`src/design/sha1h_pkg.sv`:
```
// Shared constants and helpers for the short-message SHA-1 hash block.
package sha1h_pkg;

  localparam int MAX_MESSAGE_BYTES_DEF = 20;  // message storage incl. the marker byte
  localparam int MSG_BYTES             = 20;  // input bytes carried per transaction
  localparam int LEN_W                 = 5;
  localparam int LEN_RESET             = 8;
  localparam int ROUNDS                = 80;
  localparam int RND_W                 = 7;
  localparam int WORD_W                = 32;
  localparam int SCHED_DEPTH           = 16;

  typedef logic [WORD_W-1:0] word_t;

  localparam word_t H_INIT0 = 32'h6745_2301;
  localparam word_t H_INIT1 = 32'hefcd_ab89;
  localparam word_t H_INIT2 = 32'h98ba_dcfe;
  localparam word_t H_INIT3 = 32'h1032_5476;
  localparam word_t H_INIT4 = 32'hc3d2_e1f0;

  localparam word_t K_0 = 32'h5a82_7999;
  localparam word_t K_1 = 32'h6ed9_eba1;
  localparam word_t K_2 = 32'h8f1b_bcdc;
  localparam word_t K_3 = 32'hca62_c1d6;

  // Round phase, one per group of twenty rounds
  localparam logic [1:0] PH_CH     = 2'd0;
  localparam logic [1:0] PH_PAR0   = 2'd1;
  localparam logic [1:0] PH_MAJ    = 2'd2;
  localparam logic [1:0] PH_PAR1   = 2'd3;

  function automatic word_t bswap32(input word_t x);
    bswap32 = {x[7:0], x[15:8], x[23:16], x[31:24]};
  endfunction

endpackage

```
`src/design/sha1_short_message_hash.sv`:
```
// Top level: single-block SHA-1 of a short message, one round per clock.
//
// Computes the standard SHA-1 digest of a message of 0 to MAX_MESSAGE_BYTES-1
// bytes. The message length comes from the cfg port (reset 8, values above
// MAX_MESSAGE_BYTES-1 saturate). Bytes at and beyond the length are dropped
// and replaced by the 0x80 pad marker followed by zeros; the bit length goes
// in the last block word. One input transaction yields one output transaction
// holding the five digest words, each byte-reversed so that digest byte 4*j
// sits in bits 7:0 of word j. Sequence: the input is taken in the idle state,
// then one shared round datapath (5-input adder, f mux, 16-word message
// schedule shift line) runs the 80 rounds at one per cycle, then a final step
// adds the initial values into the output register. in_tready drops after the
// accept edge and stays low through the round and final steps; out_tvalid
// rises once the final step has loaded the output register.
// The result waits in the output register, so the next message can be
// accepted while the previous digest is still pending; the core stalls in its
// final step only if the output register is still full when the next digest
// is ready.
module sha1_short_message_hash
  import sha1h_pkg::*;
#(
  parameter int MAX_MESSAGE_BYTES = MAX_MESSAGE_BYTES_DEF
) (
  input  logic               clk,
  input  logic               rst_n,
  // config: message_length
  input  logic               cfg_we,
  input  logic [LEN_W-1:0]   cfg_wdata,
  // input: bytes_low [63:0], bytes_mid [127:64], bytes_high [159:128]
  input  logic               in_tvalid,
  output logic               in_tready,
  input  logic [159:0]       in_tdata,
  // output: digest_h0 [31:0], digest_h1 [63:32], digest_h2 [95:64],
  //         digest_h3 [127:96], digest_h4 [159:128]
  output logic               out_tvalid,
  input  logic               out_tready,
  output logic [159:0]       out_tdata
);

  localparam logic [LEN_W-1:0] LEN_MAX = LEN_W'(MAX_MESSAGE_BYTES - 1);
  localparam logic [LEN_W-1:0] LEN_RST =
    (LEN_RESET > MAX_MESSAGE_BYTES - 1) ? LEN_MAX : LEN_W'(LEN_RESET);
  localparam logic [RND_W-1:0] RND_LAST = RND_W'(ROUNDS - 1);

  // sequencer states
  localparam logic [1:0] ST_IDLE  = 2'd0;
  localparam logic [1:0] ST_ROUND = 2'd1;
  localparam logic [1:0] ST_FINAL = 2'd2;

  logic [1:0]       state_r, state_nxt;
  logic [RND_W-1:0] rnd_r, rnd_nxt;
  logic [LEN_W-1:0] len_r;
  logic             out_valid_r, out_valid_nxt;
  logic [159:0]     out_data_r;

  word_t a_r, b_r, c_r, d_r, e_r;
  word_t w_r [SCHED_DEPTH];

  // ---------------------------------------------------------------------------
  // Length register, saturated on write
  // ---------------------------------------------------------------------------
  always_ff @(posedge clk) begin
    if (!rst_n) begin
      len_r <= LEN_RST;
    end else if (cfg_we) begin
      len_r <= (cfg_wdata > LEN_MAX) ? LEN_MAX : cfg_wdata;
    end
  end

  // ---------------------------------------------------------------------------
  // Padding: keep bytes below the length, marker at the length, zeros after
  // ---------------------------------------------------------------------------
  logic [7:0] msg_byte [MSG_BYTES];
  word_t      blk_word [MSG_BYTES/4];

  always_comb begin
    for (int i = 0; i < MSG_BYTES; i++) begin
      if (LEN_W'(i) < len_r) begin
        msg_byte[i] = in_tdata[8*i +: 8];
      end else if (LEN_W'(i) == len_r) begin
        msg_byte[i] = 8'h80;
      end else begin
        msg_byte[i] = 8'h00;
      end
    end
    // big-endian word packing
    for (int k = 0; k < MSG_BYTES/4; k++) begin
      blk_word[k] = {msg_byte[4*k], msg_byte[4*k+1], msg_byte[4*k+2], msg_byte[4*k+3]};
    end
  end

  // ---------------------------------------------------------------------------
  // Round datapath
  // ---------------------------------------------------------------------------
  logic [1:0] phase;
  word_t      f_val, k_val, t_val, w_new;

  always_comb begin
    if (rnd_r < RND_W'(20)) begin
      phase = PH_CH;
    end else if (rnd_r < RND_W'(40)) begin
      phase = PH_PAR0;
    end else if (rnd_r < RND_W'(60)) begin
      phase = PH_MAJ;
    end else begin
      phase = PH_PAR1;
    end

    case (phase)
      PH_CH: begin
        f_val = (b_r & c_r) | (~b_r & d_r);
        k_val = K_0;
      end
      PH_PAR0: begin
        f_val = b_r ^ c_r ^ d_r;
        k_val = K_1;
      end
      PH_MAJ: begin
        f_val = (b_r & c_r) | (b_r & d_r) | (c_r & d_r);
        k_val = K_2;
      end
      default: begin
        f_val = b_r ^ c_r ^ d_r;
        k_val = K_3;
      end
    endcase

    t_val = {a_r[26:0], a_r[31:27]} + f_val + e_r + k_val + w_r[0];

    // schedule: w[i+16] from w[i+13], w[i+8], w[i+2], w[i]
    w_new = w_r[13] ^ w_r[8] ^ w_r[2] ^ w_r[0];
    w_new = {w_new[30:0], w_new[31]};
  end

  // ---------------------------------------------------------------------------
  // Sequencer
  // ---------------------------------------------------------------------------
  logic out_free;
  assign out_free = !out_valid_r || out_tready;

  always_comb begin
    state_nxt     = state_r;
    rnd_nxt       = rnd_r;
    out_valid_nxt = out_valid_r && !out_tready;
    case (state_r)
      ST_IDLE: begin
        if (in_tvalid) begin
          state_nxt = ST_ROUND;
          rnd_nxt   = '0;
        end
      end
      ST_ROUND: begin
        if (rnd_r == RND_LAST) begin
          state_nxt = ST_FINAL;
        end else begin
          rnd_nxt = rnd_r + RND_W'(1);
        end
      end
      ST_FINAL: begin
        if (out_free) begin
          state_nxt     = ST_IDLE;
          out_valid_nxt = 1'b1;
        end
      end
      default: begin
        state_nxt = ST_IDLE;
      end
    endcase
  end

  always_ff @(posedge clk) begin
    if (!rst_n) begin
      state_r     <= ST_IDLE;
      rnd_r       <= '0;
      out_valid_r <= 1'b0;
    end else begin
      state_r     <= state_nxt;
      rnd_r       <= rnd_nxt;
      out_valid_r <= out_valid_nxt;
    end
  end

  // working variables and schedule
  always_ff @(posedge clk) begin
    if (state_r == ST_IDLE && in_tvalid) begin
      a_r <= H_INIT0;
      b_r <= H_INIT1;
      c_r <= H_INIT2;
      d_r <= H_INIT3;
      e_r <= H_INIT4;
      for (int k = 0; k < SCHED_DEPTH; k++) begin
        if (k < MSG_BYTES/4) begin
          w_r[k] <= blk_word[k];
        end else if (k == SCHED_DEPTH - 1) begin
          w_r[k] <= {24'h0, len_r, 3'b000};  // bit length
        end else begin
          w_r[k] <= '0;
        end
      end
    end else if (state_r == ST_ROUND) begin
      a_r <= t_val;
      b_r <= a_r;
      c_r <= {b_r[1:0], b_r[31:2]};
      d_r <= c_r;
      e_r <= d_r;
      for (int k = 0; k < SCHED_DEPTH - 1; k++) begin
        w_r[k] <= w_r[k+1];
      end
      w_r[SCHED_DEPTH-1] <= w_new;
    end
  end

  // final feed-forward into the output register
  always_ff @(posedge clk) begin
    if (state_r == ST_FINAL && out_free) begin
      out_data_r <= {bswap32(H_INIT4 + e_r), bswap32(H_INIT3 + d_r), bswap32(H_INIT2 + c_r),
                     bswap32(H_INIT1 + b_r), bswap32(H_INIT0 + a_r)};
    end
  end

  assign in_tready  = (state_r == ST_IDLE);
  assign out_tvalid = out_valid_r;
  assign out_tdata  = out_data_r;

endmodule

```
`config.mk`:
```
export PLATFORM = sky130hd
export DESIGN_NAME = sha1_short_message_hash
export DESIGN_NICKNAME = d
export VERILOG_FILES = /design/src/design/sha1h_pkg.sv /design/src/design/sha1_short_message_hash.sv
export SDC_FILE = /design/constraint.sdc
export NUM_CORES = 2
export LEC_CHECK = 0
export ABC_AREA = 1
export BUFFER_PORTS_ARGS = -buffer_cell sky130_fd_sc_hd__buf_2
export CELL_PAD_IN_SITES_DETAIL_PLACEMENT = 0
export CELL_PAD_IN_SITES_GLOBAL_PLACEMENT = 1
export CORE_MARGIN = 1
export CORE_UTILIZATION = 47
export DETAILED_ROUTE_END_ITERATION = 8
export GPL_TIMING_DRIVEN = 0
export PLACE_DENSITY_LB_ADDON = 0.1
export SKIP_CTS_REPAIR_TIMING = 1
export SLEW_MARGIN = 20
export SYNTH_ARGS = -nofsm -noshare
export SYNTH_HDL_FRONTEND = slang
export SYNTH_SLANG_ARGS = --single-unit
```
`constraint.sdc`:
```
create_clock -name clk -period 15.3 [get_ports clk]
set_input_delay 0 -clock clk [delete_from_list [all_inputs] [get_ports clk]]
set_output_delay 0 -clock clk [all_outputs]
set_load 0.01 [all_outputs]
```
==> flow_summary.toml <==
[die]
die_area_um2 = 92820
die_h_um = 304.7
rows = 110
initial_utilization_pct = 47.61
dieWidth_um = 304.7
io_pins = 332
core_um2 = 90420

[finish]
final_nets = 5524
final_cell_mix = "nand2_1, inv_1, edfxtp_1"
layout.cells.non_filler = 6440
final_common_cell = "nand2_1"
area_growth_pct = 19.48
drive_above_1_share_pct = 12.24

[clock_tree]
h-tree-depth = 3
path_clk_slew_ps = 60
cts.path.max_buffers = 3
cts_sinks = 847
insertion_delay_ps = 700
root_buffer = "clkbuf_16"
cts_tree = "yes"
cts-buffers-inserted = 92

[route]
drtAntennaViolNets = 0
dr_total_vias = 34103
wl_um = 154100
first_pass_iters = 6
vias_per_cell = 5.295
wl_per_cell_um = 23.93
drt-initial-drc-count = 3330
drc = 0

[setup_path]
worstPathArrival_ps = 8000
crit_required_ps = 15950
crit_path_end_kind = "flip-flop"
r2r-start = "rnd_r[4]$_SDFFE_PN0P_"
r2r_slack_ps = 7950
cp-startpoint = "rnd_r[4]$_SDFFE_PN0P_"
worstSetupPathType = "flip-flop to flip-flop"
crit_fanout = 10
startpoint_type = "flip-flop"

[synthesis]
synth_fp_nets = 4913
syn_area_um2 = 43050
avgSynthCellArea_um2 = 9.413
synth.area.top_cells = "edfxtp_1, dfxtp_1, nand2_1"
yosys.area.top_type = "edfxtp_1"
synth_warnings = 0
synth_edf_count = 672
synthArstFlopShare_pct = 0
netlist_instances = 4574
ys_ff_latch = 847
ys_seq_area_share_pct = 55.01
synth_flop_cell = "edfxtp_1"
yosysUniqueCellTypes = 59
synth_top_area_share_pct = 46.87

[power_and_ir_drop]
irDropWorstVdd_mv = 0.1623
combinationalPowerShare_pct = 46.8
internal_power_w = 0.005918
p_per_area_nw_per_um2 = 205.1
leakagePower_nw = 22.35
clkPwrFrac_pct = 22.1
p_sw_share_pct = 43.90
switchingPower_w = 0.004631
total_power_w = 0.01055
p_seq_share_pct = 31.2

[sta]
tightest_slew_ps = 1053
setup_viol = 0
period_minus_slack_ps = 7353
finClkSkew_ps = 44.44
finalHoldViolations = 0
maxSlewHeadroom_pct = 29.81
report.final.slew_viol_count = 0
max_freq_ghz = 0.1360
rsz0062_at_grt = "no"
period_share_pct = 48.06

[min_path]
hold_path_class = "primary input to flip-flop"
hold_path.startpoint = "cfg_wdata[3]"

[global_route]
grt_max_degree = 60
grt_pass1_wl_um = 218000
grt_pass1_vias = 32262
grt_use_total_pct = 32.69
grt-ovfl-total = 0
antenna_found_initial = 2

[flow_run]
max_cap_viol_count = 0

[place]
numPortBuffers = 331
place_inst = 6096
routabilityCongestion = 1.007
dpl.hpwl_um = 120700

[status]
status = "complete, no violations"
metrics by stage:
stage	util, %	cell area (um2)	setup TNS (ps)	hold WS (ps)	setup WS, ps
6_report	56.89	51440	0	71.71	7947
5_1_grt	56.89	51440	0	88.46	7617
4_1_cts	54.99	49730	0	-512.1	8077
3_5_place_dp	51.49	46560	0	256.2	8106
3_3_place_gp	51.07	46180	-2316110	259.3	-4556
2_1_floorplan	-	43050	0	98.64	2192
cells in the mapped netlist, drive strengths merged, types with 2 or more instances:
cell,instances
a211oi,4
a21boi,4
a21o,3
a21oi,184
a221oi,3
a22o,7
a22oi,2
a31oi,21
a32o,7
and2,2
buf,82
clkbuf,81
clkinv,6
dfxtp,175
edfxtp,672
fa,120
ha,49
inv,811
nand2,818
nand3,218
nand3b,5
nand4,29
nor2,575
nor3,30
nor3b,2
nor4,6
o211ai,86
o21a,2
o21ai,283
o21bai,9
o22ai,33
o31ai,4
or2,30
xnor2,47
xor2,158
area by class of cell:
| cell class | count | area [um2] |
|---|---|---|
| flip-flops and latches | 847 | 23680 |
| well taps | 1176 | 1471 |
| repair buffers | 517 | 3729 |
| fillers | 8124 | 38980 |
| clock buffers | 116 | 2445 |
| plain buffers | 163 | 718.2 |
| clock inverters | 56 | 723.2 |
| multi-input cells | 2747 | 15600 |
| diodes | 1 | 2.502 |
| inverters | 817 | 3073 |
worst paths after layout:
kind	to	cells past startpoint
worst min-delay path	len_r[3]$_SDFFE_PN1P_	4
worst max-delay path	a_r[15]$_SDFFE_PP0P_	21
worst max register to register	a_r[15]$_SDFFE_PP0P_	21
worst min register to register	rnd_r[2]$_SDFFE_PN0P_	2
worst max-delay path, cell delays in order, from the launching register on:
cell and delay [ps]:
dfxtp_1 430, o21ai_0 140, nand2_1 430, inv_1 200, ha_1 250, clkbuf_1 300, inv_1 340, buf_1 750
o22ai_1 190, o21ai_0 570, fa_1 520, inv_1 100, fa_1 450, fa_1 490, ha_1 380, a21oi_1 310
nand3_1 280, nand2_1 120, nand2_1 180, o21ai_0 580, o211ai_1 170, inv_1 90
metal layers:
layer / GRT usage [%] / wire, um
met1: 38.59 / 58440
met2: 57.08 / 77060
met3: 5.007 / 8952
met4: 17.92 / 9649
met5: 0 / 0
power groups by stage:
stage	sequential, W	clock, W	combinational, W
4_1_cts	0.00328	0.00235	0.00485
6_report	0.00329	0.00233	0.00494
2_1_floorplan	0.00330	0	0.00323
5_1_grt	0.00331	0.00244	0.00549
3_5_place_dp	0.00332	0	0.00482
3_3_place_gp	0.00348	0	0.00478
kinds of logic (layout without fill, tap and decap cells):
| family | Yosys count | after routing | synth area share, % |
|---|---|---|---|
| AND/OR/NAND/NOR | 1716 | 1716 | 16.28 |
| buffers and inverters | 980 | 1669 | 8.803 |
| flip-flops | 847 | 847 | 55.01 |
| AO/OA/AOI/OAI | 657 | 657 | 8.733 |
| XOR/XNOR | 205 | 205 | 4.170 |
| adder cells (fa/ha/maj) | 169 | 169 | 7.004 |
| other | 0 | 1 | 0 |
registers in the layout (all words and copies together), names as in the netlist:
| register | count |
|---|---|
| d_r | 32 |
| rnd_r | 7 |
| len_r | 5 |
| c_r | 32 |
| e_r | 32 |
| state_r | 2 |
| out_tvalid | 1 |
| out_tdata | 160 |
| a_r | 32 |
| w_r | 512 |
| b_r | 32 |
Note: power is estimated with default switching activity, not from simulation.
